[src/rtl/rgb2hsv_pkg.sv]
`timescale 1ns / 1ps
`default_nettype none
// ----------------------------------------------------------------------------
// rgb2hsv_pkg
// Shared widths, constants and pipeline types of the RGB to HSV converter.
// ----------------------------------------------------------------------------
package rgb2hsv_pkg;

	localparam int CH_W      = 8;            // one colour channel
	localparam int HUE_W     = 16;           // hue, Q0.16
	localparam int SAT_W     = 17;           // saturation, Q1.16
	localparam int SATQ_W    = 16;           // fractional quotient bits of saturation
	localparam int HDIV_W    = 11;           // 6*delta, up to 1530
	localparam int HNUM_W    = HDIV_W + 1;   // signed hue numerator before wrap
	localparam int SDIV_W    = CH_W;         // max channel

	localparam int BITS_PER_STAGE = 4;
	localparam int DIV_STAGES     = HUE_W / BITS_PER_STAGE;

	localparam int FIFO_DEPTH = 8;
	localparam int FIFO_PTR_W = $clog2(FIFO_DEPTH);
	localparam int FIFO_CNT_W = FIFO_PTR_W + 1;

	localparam logic [SAT_W-1:0] SAT_ONE = SAT_W'(1) << SATQ_W;

	// Pipeline payload: two restoring dividers in flight side by side.
	typedef struct packed {
		logic [HDIV_W-1:0] hue_rem;
		logic [HDIV_W-1:0] hue_div;
		logic [HUE_W-1:0]  hue_q;
		logic [SDIV_W-1:0] sat_rem;
		logic [SDIV_W-1:0] sat_div;
		logic [SATQ_W-1:0] sat_q;
		logic              sat_full;
		logic [CH_W-1:0]   value_level;
		logic              hue_valid;
	} stage_t;

	typedef struct packed {
		logic [HUE_W-1:0] hue;
		logic [SAT_W-1:0] saturation;
		logic [CH_W-1:0]  value_level;
		logic             hue_valid;
	} result_t;

endpackage
`default_nettype wire

[src/rtl/rgb2hsv_prep.sv]
`timescale 1ns / 1ps
`default_nettype none
// ----------------------------------------------------------------------------
// rgb2hsv_prep
// Max/min, sector pick and divider set-up for one pixel.
// ----------------------------------------------------------------------------
module rgb2hsv_prep (
	input  wire logic [rgb2hsv_pkg::CH_W-1:0] red,
	input  wire logic [rgb2hsv_pkg::CH_W-1:0] green,
	input  wire logic [rgb2hsv_pkg::CH_W-1:0] blue,
	output rgb2hsv_pkg::stage_t               stage
);

	logic                               red_max;
	logic                               green_max;
	logic [rgb2hsv_pkg::CH_W-1:0]       mx;
	logic [rgb2hsv_pkg::CH_W-1:0]       mn;
	logic [rgb2hsv_pkg::CH_W-1:0]       delta;
	logic [rgb2hsv_pkg::HDIV_W-1:0]     d6;
	logic [rgb2hsv_pkg::HNUM_W-1:0]     num;
	logic [rgb2hsv_pkg::HNUM_W-1:0]     r_x;
	logic [rgb2hsv_pkg::HNUM_W-1:0]     g_x;
	logic [rgb2hsv_pkg::HNUM_W-1:0]     b_x;
	logic [rgb2hsv_pkg::HNUM_W-1:0]     d_x;

	// ties: red before green before blue
	assign red_max   = (red >= green) && (red >= blue);
	assign green_max = !red_max && (green >= blue);

	always_comb begin
		priority if (red_max) begin
			mx = red;
		end else if (green_max) begin
			mx = green;
		end else begin
			mx = blue;
		end
	end

	always_comb begin
		priority if ((red <= green) && (red <= blue)) begin
			mn = red;
		end else if (green <= blue) begin
			mn = green;
		end else begin
			mn = blue;
		end
	end

	assign delta = mx - mn;
	assign d6    = {1'b0, delta, 2'b00} + {2'b00, delta, 1'b0};

	assign r_x = rgb2hsv_pkg::HNUM_W'(red);
	assign g_x = rgb2hsv_pkg::HNUM_W'(green);
	assign b_x = rgb2hsv_pkg::HNUM_W'(blue);
	assign d_x = rgb2hsv_pkg::HNUM_W'(delta);

	always_comb begin
		priority if (red_max) begin
			num = g_x - b_x;
			if (num[rgb2hsv_pkg::HNUM_W-1]) begin
				num = num + {1'b0, d6};   // negative red sector wraps a full turn
			end
		end else if (green_max) begin
			num = (d_x << 1) + b_x - r_x;
		end else begin
			num = (d_x << 2) + r_x - g_x;
		end
	end

	always_comb begin
		stage             = '0;
		stage.value_level = mx;
		stage.hue_valid   = (delta != '0);
		// gray or black: 0 / 1 keeps the hue quotient at zero
		stage.hue_rem     = (delta != '0) ? num[rgb2hsv_pkg::HDIV_W-1:0] : '0;
		stage.hue_div     = (delta != '0) ? d6 : rgb2hsv_pkg::HDIV_W'(1);
		// delta == max gives exactly one; otherwise delta < max
		stage.sat_full    = (mx != '0) && (delta == mx);
		stage.sat_rem     = (delta == mx) ? '0 : delta;
		stage.sat_div     = (mx != '0) ? mx : rgb2hsv_pkg::SDIV_W'(1);
	end

endmodule
`default_nettype wire

[src/rtl/rgb2hsv_div_step.sv]
`timescale 1ns / 1ps
`default_nettype none
// ----------------------------------------------------------------------------
// rgb2hsv_div_step
// Four restoring-division steps for both the hue and saturation quotients.
// ----------------------------------------------------------------------------
module rgb2hsv_div_step (
	input  wire rgb2hsv_pkg::stage_t cur,
	output rgb2hsv_pkg::stage_t      nxt
);

	logic [rgb2hsv_pkg::HDIV_W:0] h2;
	logic [rgb2hsv_pkg::SDIV_W:0] s2;

	always_comb begin
		nxt = cur;
		h2  = '0;
		s2  = '0;
		for (int i = 0; i < rgb2hsv_pkg::BITS_PER_STAGE; i++) begin
			h2 = {nxt.hue_rem, 1'b0};
			if (h2 >= {1'b0, nxt.hue_div}) begin
				nxt.hue_rem = rgb2hsv_pkg::HDIV_W'(h2 - {1'b0, nxt.hue_div});
				nxt.hue_q   = {nxt.hue_q[rgb2hsv_pkg::HUE_W-2:0], 1'b1};
			end else begin
				nxt.hue_rem = h2[rgb2hsv_pkg::HDIV_W-1:0];
				nxt.hue_q   = {nxt.hue_q[rgb2hsv_pkg::HUE_W-2:0], 1'b0};
			end

			s2 = {nxt.sat_rem, 1'b0};
			if (s2 >= {1'b0, nxt.sat_div}) begin
				nxt.sat_rem = rgb2hsv_pkg::SDIV_W'(s2 - {1'b0, nxt.sat_div});
				nxt.sat_q   = {nxt.sat_q[rgb2hsv_pkg::SATQ_W-2:0], 1'b1};
			end else begin
				nxt.sat_rem = s2[rgb2hsv_pkg::SDIV_W-1:0];
				nxt.sat_q   = {nxt.sat_q[rgb2hsv_pkg::SATQ_W-2:0], 1'b0};
			end
		end
	end

endmodule
`default_nettype wire

[src/rtl/rgb2hsv_fifo.sv]
`timescale 1ns / 1ps
`default_nettype none
// ----------------------------------------------------------------------------
// rgb2hsv_fifo
// Small result queue that absorbs items still in the pipe during a stall.
// ----------------------------------------------------------------------------
module rgb2hsv_fifo (
	input  wire logic                 clk,
	input  wire logic                 arst_n,
	input  wire logic                 wr_en,
	input  wire rgb2hsv_pkg::result_t wr_data,
	output logic                      rd_valid,
	input  wire logic                 rd_en,
	output rgb2hsv_pkg::result_t      rd_data
);

	rgb2hsv_pkg::result_t                  mem_q [rgb2hsv_pkg::FIFO_DEPTH];
	logic [rgb2hsv_pkg::FIFO_PTR_W-1:0]    wr_ptr_q;
	logic [rgb2hsv_pkg::FIFO_PTR_W-1:0]    rd_ptr_q;
	logic [rgb2hsv_pkg::FIFO_CNT_W-1:0]    count_q;

	assign rd_valid = (count_q != '0);
	assign rd_data  = mem_q[rd_ptr_q];

	always_ff @(posedge clk) begin
		if (wr_en) begin
			mem_q[wr_ptr_q] <= wr_data;
		end
	end

	always_ff @(posedge clk or negedge arst_n) begin
		if (!arst_n) begin
			wr_ptr_q <= '0;
			rd_ptr_q <= '0;
			count_q  <= '0;
		end else begin
			if (wr_en) begin
				wr_ptr_q <= wr_ptr_q + 1'b1;
			end
			if (rd_en) begin
				rd_ptr_q <= rd_ptr_q + 1'b1;
			end
			unique case ({wr_en, rd_en})
				2'b10:   count_q <= count_q + 1'b1;
				2'b01:   count_q <= count_q - 1'b1;
				default: count_q <= count_q;
			endcase
		end
	end

endmodule
`default_nettype wire

[src/rtl/rgb_to_hsv_converter_top.sv]
`timescale 1ns / 1ps
`default_nettype none
// ----------------------------------------------------------------------------
// rgb_to_hsv_converter_top
// RGB pixel in, HSV out: value = max channel, saturation = delta/max (Q1.16),
// hue = turn fraction (Q0.16) with an undefined-hue flag.
// ----------------------------------------------------------------------------
//
//  channel | valid      | stall      | payload
//  --------+------------+------------+----------------------------------------
//  pixel   | pix_valid  | pix_stall  | red, green, blue
//  hsv     | hsv_valid  | hsv_stall  | hue, saturation, value_level, hue_valid
//
//  Path: an accepted pixel passes the prep stage s1, four division stages
//  s2..s5, then the result queue, whose head drives the hsv channel.
//  Throughput: one item per cycle while pix_stall is low; the pipe never
//  stops; each division stage yields four hue and four saturation bits.
//  Stalls: an 8-entry result queue backs the pipe; a credit count of items
//  accepted but not delivered raises pix_stall only when all 8 are taken,
//  so pix_stall is decoded from the credit register alone.
//  Reset: arst_n clears valid bits, queue pointers and the credit count.
//
module rgb_to_hsv_converter_top (
	input  wire logic                           clk,
	input  wire logic                           arst_n,
	input  wire logic                           pix_valid,
	output logic                                pix_stall,
	input  wire logic [rgb2hsv_pkg::CH_W-1:0]   red,
	input  wire logic [rgb2hsv_pkg::CH_W-1:0]   green,
	input  wire logic [rgb2hsv_pkg::CH_W-1:0]   blue,
	output logic                                hsv_valid,
	input  wire logic                           hsv_stall,
	output logic [rgb2hsv_pkg::HUE_W-1:0]       hue,
	output logic [rgb2hsv_pkg::SAT_W-1:0]       saturation,
	output logic [rgb2hsv_pkg::CH_W-1:0]        value_level,
	output logic                                hue_valid
);

	logic pix_take;
	logic hsv_take;

	// credit count: items inside pipe plus queue
	logic [rgb2hsv_pkg::FIFO_CNT_W-1:0] credit_q;

	rgb2hsv_pkg::stage_t prep_out;
	rgb2hsv_pkg::stage_t div2_out;
	rgb2hsv_pkg::stage_t div3_out;
	rgb2hsv_pkg::stage_t div4_out;
	rgb2hsv_pkg::stage_t div5_out;

	rgb2hsv_pkg::stage_t stage_s1;
	rgb2hsv_pkg::stage_t stage_s2;
	rgb2hsv_pkg::stage_t stage_s3;
	rgb2hsv_pkg::stage_t stage_s4;
	rgb2hsv_pkg::stage_t stage_s5;
	logic valid_s1;
	logic valid_s2;
	logic valid_s3;
	logic valid_s4;
	logic valid_s5;

	rgb2hsv_pkg::result_t res;
	rgb2hsv_pkg::result_t head;

	assign pix_stall = (credit_q == rgb2hsv_pkg::FIFO_CNT_W'(rgb2hsv_pkg::FIFO_DEPTH));
	assign pix_take  = pix_valid && !pix_stall;
	assign hsv_take  = hsv_valid && !hsv_stall;

	always_ff @(posedge clk or negedge arst_n) begin
		if (!arst_n) begin
			credit_q <= '0;
		end else begin
			unique case ({pix_take, hsv_take})
				2'b10:   credit_q <= credit_q + 1'b1;
				2'b01:   credit_q <= credit_q - 1'b1;
				default: credit_q <= credit_q;
			endcase
		end
	end

	// stage 1: max/min, sector, numerator and divisors
	rgb2hsv_prep u_prep (
		.red   (red),
		.green (green),
		.blue  (blue),
		.stage (prep_out)
	);

	// stages 2..5: four quotient bits each
	rgb2hsv_div_step u_div2 (.cur(stage_s1), .nxt(div2_out));
	rgb2hsv_div_step u_div3 (.cur(stage_s2), .nxt(div3_out));
	rgb2hsv_div_step u_div4 (.cur(stage_s3), .nxt(div4_out));
	rgb2hsv_div_step u_div5 (.cur(stage_s4), .nxt(div5_out));

	always_ff @(posedge clk or negedge arst_n) begin
		if (!arst_n) begin
			valid_s1 <= 1'b0;
			valid_s2 <= 1'b0;
			valid_s3 <= 1'b0;
			valid_s4 <= 1'b0;
			valid_s5 <= 1'b0;
		end else begin
			valid_s1 <= pix_take;
			valid_s2 <= valid_s1;
			valid_s3 <= valid_s2;
			valid_s4 <= valid_s3;
			valid_s5 <= valid_s4;
		end
	end

	// payload registers, no reset
	always_ff @(posedge clk) begin
		stage_s1 <= prep_out;
		stage_s2 <= div2_out;
		stage_s3 <= div3_out;
		stage_s4 <= div4_out;
		stage_s5 <= div5_out;
	end

	// gray/black pixels leave a zero hue quotient, so no masking needed
	always_comb begin
		res.hue         = stage_s5.hue_q;
		res.saturation  = stage_s5.sat_full ? rgb2hsv_pkg::SAT_ONE
		                                    : rgb2hsv_pkg::SAT_W'(stage_s5.sat_q);
		res.value_level = stage_s5.value_level;
		res.hue_valid   = stage_s5.hue_valid;
	end

	// queue cannot overflow: credits bound its fill
	rgb2hsv_fifo u_fifo (
		.clk      (clk),
		.arst_n   (arst_n),
		.wr_en    (valid_s5),
		.wr_data  (res),
		.rd_valid (hsv_valid),
		.rd_en    (hsv_take),
		.rd_data  (head)
	);

	assign hue         = head.hue;
	assign saturation  = head.saturation;
	assign value_level = head.value_level;
	assign hue_valid   = head.hue_valid;

endmodule
`default_nettype wire

[config.mk]
export PLATFORM = sky130hd
export DESIGN_NAME = rgb_to_hsv_converter_top
export DESIGN_NICKNAME = d
export VERILOG_FILES = /design/src/rtl/rgb2hsv_pkg.sv /design/src/rtl/rgb2hsv_prep.sv /design/src/rtl/rgb2hsv_div_step.sv /design/src/rtl/rgb2hsv_fifo.sv /design/src/rtl/rgb_to_hsv_converter_top.sv
export SDC_FILE = /design/constraint.sdc
export NUM_CORES = 2
export LEC_CHECK = 0
export BUFFER_PORTS_ARGS = -buffer_cell sky130_fd_sc_hd__buf_4
export CAP_MARGIN = 5
export CORE_MARGIN = 3
export CORE_UTILIZATION = 57
export CTS_BUF_LIST = sky130_fd_sc_hd__clkbuf_16
export CTS_CLUSTER_SIZE = 24
export DETAILED_ROUTE_END_ITERATION = 8
export HOLD_SLACK_MARGIN = 0.15
export PLACE_DENSITY = 0.84
export RECOVER_POWER = 25
export SLEW_MARGIN = 25
export SYNTH_ARGS = -nofsm -noshare
export SYNTH_HDL_FRONTEND = slang
export SYNTH_HIERARCHICAL = 1
export SYNTH_SLANG_ARGS = --single-unit
[constraint.sdc]
create_clock -name clk -period 8 [get_ports clk]
set_clock_uncertainty 0.1 [all_clocks]
set_input_delay 1.6 -clock clk [delete_from_list [all_inputs] [get_ports clk]]
set_output_delay 1.6 -clock clk [all_outputs]
set_load 0.05 [all_outputs]
# Yosys cells after proc, flatten, opt, wreduce, memory -nomap -nowiden
# Memories as Yosys holds them, arrays and structs flattened.
# Index checks and enable logic that the tools add are counted.
dict set report totals {
  register_bits 301
  ram_bits 336
  inputBits 28
  output_inout_bits 44
  wordCells 231
  memories 1
}
# name words word_bits read_ports rd_ports_with_merged_regs wr line
set mem_list {}
lappend mem_list {u_fifo.mem_q 8 42 1 0 1 rgb2hsv_fifo.sv:17} ;# rgb2hsv_pkg::result_t mem_q [rgb2hsv_pkg::FIFO_DEPTH];
dict set report classes {
  add_sub_neg 44
  magnitude_cmp 38
  eq_ne 6
  mux 74
  reduce_logical 14
}
# cell n
set ops {}
lappend ops {{11-bit two-way mux} 18}
lappend ops {{12-bit by 11-bit greater-or-equal comparator with 1-bit output} 16}
lappend ops {{11-bit subtractor} 15}
lappend ops {{8-bit two-way mux} 19}
lappend ops {{9-bit by 8-bit greater-or-equal comparator with 1-bit output} 16}
lappend ops {{8-bit subtractor} 16}
lappend ops {{1-bit two-way mux} 34}
lappend ops {{8-bit greater-or-equal comparator} 3}
lappend ops {{8-bit <= comparator} 3}
lappend ops {{11-bit by 8-bit subtractor with 11-bit output} 2}
lappend ops {{17-bit two-way mux} 1}
lappend ops {{4-bit one-hot mux with 2 select lines} 2}
lappend ops {{8-bit nonzero test} 2}
lappend ops {{10-bit by 8-bit adder with 11-bit output} 1}
lappend ops {{10-bit by 9-bit adder with 11-bit output} 1}
lappend ops {{11-bit adder} 1}
lappend ops {{9-bit by 8-bit adder with 10-bit output} 1}
lappend ops {{8-bit by 8-bit subtractor with 9-bit output} 1}
lappend ops {{4-bit by 1-bit adder with 4-bit output, second input constant} 2}
lappend ops {{8-bit equality test} 1}
lappend ops {{4-bit by 1-bit subtractor with 4-bit output, second input constant} 2}
lappend ops {{3-bit by 1-bit adder with 3-bit output, second input constant} 2}
lappend ops {{1-bit logical AND} 6}
lappend ops {{2-bit by 1-bit equality test with 1-bit output, second input constant} 2}
lappend ops {{5 further kinds} 9}

# Longest topological paths before layout
dict set report depth {
  depth_word 11
  depth_mapped 44
  ltp_nobuf 40
}

# Modules after synthesis
# Netlist, hierarchy kept.
# module n_inst cells_each area_per_inst_um2 seq_area_each_um2
set modules_own_cells {}
lappend modules_own_cells {rgb2hsv_fifo 1 539 13221.4 10339.9}
lappend modules_own_cells {{rgb2hsv_div_step (u_div2 ...)} 2 621 4541.9 0.0}
lappend modules_own_cells {{rgb2hsv_div_step (u_div3 ...)} 2 607 4342.9 0.0}
lappend modules_own_cells {rgb_to_hsv_converter_top 1 418 7812.5 7472.2}
lappend modules_own_cells {rgb2hsv_prep 1 560 4145.2 0.0}

# Least setup slack after synthesis
# No wires, ideal clock.
dict set report synth_timing {
  kind {reg-to-reg}
  start {register stage_s2[59] (netlist bit)}
  end {register stage_s3[69] (netlist bit)}
  setup_time_ps 115
  arrival_ps 8219
  t_required_ps 7785
  slack_ps -434
  stages_incl_launch_ff 40
  path_buffers 4
  synth_period_minus_slack_ps 8434
  cell_sequence {dfxtp_1 inv_1 ha_1 ha_1 nor3b_1 o211ai_1 nand3_1 and2_1 buf_2 inv_2 clkbuf_1 mux2_2 ha_1 a21oi_1 o21ai_0 a2111oi_2 nor3b_1 a2111oi_4 [4 not listed] o31ai_1 o21a_1 o21ai_0 nand2_1 and3_1 buf_2 inv_2 mux2_2 ha_1 or3_1 o31ai_1 o21ai_0 o21a_1 o21ai_0 nand2_1 o21bai_4 buf_12 and2_1}
}
dict set report synth_via {
  elab_chain_cells 7
  elab_cells_between_ends 10
  classes_between {add/sub: 3; order compare: 4; mux: 3}
}
# item line
set synth_rtl {}
lappend synth_rtl {{from (decl)} rgb_to_hsv_converter_top.sv:52} ;# rgb2hsv_pkg::stage_t stage_s2;
lappend synth_rtl {{from (signal assigned)} rgb_to_hsv_converter_top.sv:114} ;# stage_s2 <= div2_out;
lappend synth_rtl {{11-bit subtractor / 12-bit by 11-bit greater-or-equal comparator with 1-bit output (equally long branches)} {rgb2hsv_div_step.sv:22, rgb2hsv_div_step.sv:21}}
lappend synth_rtl {{11-bit two-way mux} rgb2hsv_div_step.sv:21} ;# if (h2 >= {1'b0, nxt.hue_div}) begin
lappend synth_rtl {{11-bit subtractor / 12-bit by 11-bit greater-or-equal comparator with 1-bit output (equally long branches)} {rgb2hsv_div_step.sv:22, rgb2hsv_div_step.sv:21}}
lappend synth_rtl {{11-bit two-way mux} rgb2hsv_div_step.sv:21}
lappend synth_rtl {{11-bit subtractor / 12-bit by 11-bit greater-or-equal comparator with 1-bit output (equally long branches)} {rgb2hsv_div_step.sv:22, rgb2hsv_div_step.sv:21}}
lappend synth_rtl {{11-bit two-way mux} rgb2hsv_div_step.sv:21}
lappend synth_rtl {{12-bit by 11-bit greater-or-equal comparator with 1-bit output (*)} rgb2hsv_div_step.sv:21}
lappend synth_rtl {{to (signal assigned)} rgb_to_hsv_converter_top.sv:115} ;# stage_s3 <= div3_out;
lappend synth_rtl {{to (decl)} rgb_to_hsv_converter_top.sv:53} ;# rgb2hsv_pkg::stage_t stage_s3;
# Mark *: on every way between the ends. The rest lies on a longest branch, timed or not.
# A chain may end at the register's enable or synchronous reset.

==> summary.md <==
| Metric | Value |
|---|---|
| Post-DP HPWL | between 60000 and 70000 µm |
| Worst EP arrival | approximately 8500 ps |
| Hold Crit Depth | 0 |
| Vias | between 20000 and 30000 |
| Worst setup margin | -10.0 ps |
| Endpoints failing hold | 0 |
| Setup WS pre-CTS | -343 ps |
| Antenna viol nets, final | 0 |
| Sink Count | 637 |
| Antenna cells | 0 |
| Syn_nets | a little over 4000 |
| Failing checks | setup timing |
| Vias in the first global route | around 29000 |
| I/O pins | 72 |
| Die Span Y | about 270 µm |
| TritonCTS clock tree | built |
| Synthesized cell area | 0.0401 mm² |
| CTS Root Cell | clkbuf_16 |
| Area delta synth->final | 12.9% |
| Endpoint, Worst Hold | stage_s4[1]$_DFF_P_ |
| WL final | approximately 100000 µm |
| Worst path bufs/invs | 7 |
| Wire per inst | 21.3 µm |
| Worst path slowest cell | a2111oi_4 |
| GR Overflow Total | 0 |
| Post-layout net count | around 4300 |
| GRT Overall Usage | between 20% and 30% |
| Initial antenna violation count | 0 |
| Hold path startpoint | stage_s3[1]$_DFF_P_ |
| Max Cap Viol | 0 |
| Largest net degree at the start of global routing | 57 |
| Worst R2R End | stage_s3[70]$_DFF_P_ |
| Cts bufs inserted | 61 |
| First-pass GRT wire length | around 160000 µm |
| Tcrit/Tclk final | 100% |
| Share of layout cells above drive strength 1 | 23.9% |
| Max Root-Sink Buffers | 3 |
| Port Buffers | slightly above 70 |
| Top delay family on crit path | compound AO/OA/AOI/OAI gates |
| Final setup violation count | 1 |
| Critical path depth | 40 |
| Ys Warns | 6 |
| Slowest stage delay, CP | roughly 440 ps |
| 1st-pass router iterations | 8 |
| Status | finished, violations left |
| CP Capture Type | flop |
| Post-route setup TNS | -10.0 ps |
| Syn_area_per_cell | 10.8 µm² |
| Initial Util | 58.0% |
| WHS | 205 ps |
| FMAX | 0.125 GHz |
| Crit Reg-Reg Startpoint | stage_s2[68]$_DFF_P_ |
| Crit path max fanout | 9 |
| Routability cong. | 0.960 |
| # rows | 96 |
| Die Wd | 271 µm |
| DIE AREA | around 0.074 mm² |
| Clk slew on worst S/H paths | ~70 ps |
| HP Class | flop to flop |
| R2R setup slack | -10 ps |
| RSZ-0062 raised after global routing | true |
| Required @ worst endpoint | approximately 8400 ps |
| Crit path launch type | flop |
| Core area | about 0.07 mm² |
| Synthesized instance count | roughly 3700 |
| Max Slew Vio Count | 0 |
| Avg Vias per Cell | between 6 and 7 |
| DR DRC count | 0 |
| Initial drt markers | about 2700 |
| Crit-path most repeated cell | ha_2 |
| H-tree depth | 2 |
| Reg2Reg Depth | 40 |
| Worst Max-Slew Pin Slew | approximately 1100 ps |
| Cts hold-fix bufs | 0 |
| Slew headroom | between 20 and 30% |
| Worst-skew pair later-pin latency | around 650 ps |
| Crit path kind | flop to flop |
| Minimum clock period | approximately 8000 ps |
==> sequential cells by signal (all words and copies together), names as in the netlist <==
register and cells:
u_fifo/mem_q 336, stage_s4 72, stage_s3 64, stage_s2 56
stage_s1 48, res 25, stage_s5 17, credit_q 4
u_fifo/count_q 4, u_fifo/rd_ptr_q 3, u_fifo/wr_ptr_q 3, valid_s1 1
valid_s2 1, valid_s3 1, valid_s4 1, valid_s5 1
==> area by class of cell <==
| type | count | area (µm²) |
|---|---|---|
| clock buffers | 66 | 1650 |
| clock inverters | 50 | 428 |
| fillers | 4771 | 23800 |
| inverters | 252 | 968 |
| multi-input cells | 2604 | 22500 |
| flip-flops and latches | 637 | 16200 |
| well taps | 931 | 1160 |
| repair buffers | 297 | 2280 |
==> how the worst max path moves through the flow <==
stage                               startpoint              endpoint  slack [ps]
after CTS                 stage_s3[59]$_DFF_P_  stage_s4[71]$_DFF_P_           6
after global routing      stage_s3[61]$_DFF_P_  stage_s4[71]$_DFF_P_        -320
after detailed placement  stage_s2[59]$_DFF_P_  stage_s3[70]$_DFF_P_        -340
final                     stage_s2[68]$_DFF_P_  stage_s3[70]$_DFF_P_         -10
after global placement    stage_s2[59]$_DFF_P_  stage_s3[70]$_DFF_P_        -240
after floorplan           stage_s2[59]$_DFF_P_  stage_s3[69]$_DFF_P_           2
==> cells in the final DEF, fill, tap and decap left out, types with 14 or more instances in the layout <==
cell / count
nor2_1: 259
nand3_1: 63
nor2b_1: 70
and4_1: 16
a211o_1: 14
o211ai_1: 24
nand2_1: 158
nand2b_1: 59
xnor2_1: 166
mux4_2: 72
mux2_2: 161
o21a_1: 57
edfxtp_1: 336
xor2_1: 59
a21o_1: 41
inv_2: 23
clkbuf_16: 66
inv_1: 241
o21bai_1: 25
a211oi_1: 21
ha_1: 309
o21ai_1: 24
ha_4: 36
dfrtp_1: 16
mux2_4: 16
and3_1: 33
nand4_1: 20
a21oi_2: 36
nor3_1: 78
o21ai_0: 132
mux2i_1: 32
a31oi_1: 27
buf_4: 286
dfxtp_1: 268
and2_1: 30
or3_1: 14
fa_1: 28
ha_2: 17
a21oi_1: 190
==> per-layer routing <==
metal / share of wire, % / vias to the layer above / routed length [µm] / global-route usage, %
met5: 0 / - / 0 / 0
met4: 4.1 / 0 / 4210 / 10.2
met3: 7.3 / 313 / 7490 / 3.64
met2: 48 / 1394 / 49600 / 44.7
met1: 41 / 14400 / 41800 / 34.7
li1: - / 13800 / - / -
==> through the flow <==
stage          area (µm²)  util (%)  instances
4_1_cts             43900      63.6       4791
3_3_place_gp        41700      60.3       4665
2_1_floorplan       40200         -       3714
6_report            45300      65.5       4837
5_1_grt             45300      65.5       4837
3_5_place_dp        41700      60.3       4665
==> what timing repair did <==
action	CTS	global route
cloned	1	1
buffers inserted	9	44
pin swaps	4	52
setup endpoints to repair	47	65
resized for setup	28	218
Power is left out: the tool's default activity adds up to more than one toggle a clock period on the data nets, which glitch-free logic cannot reach.
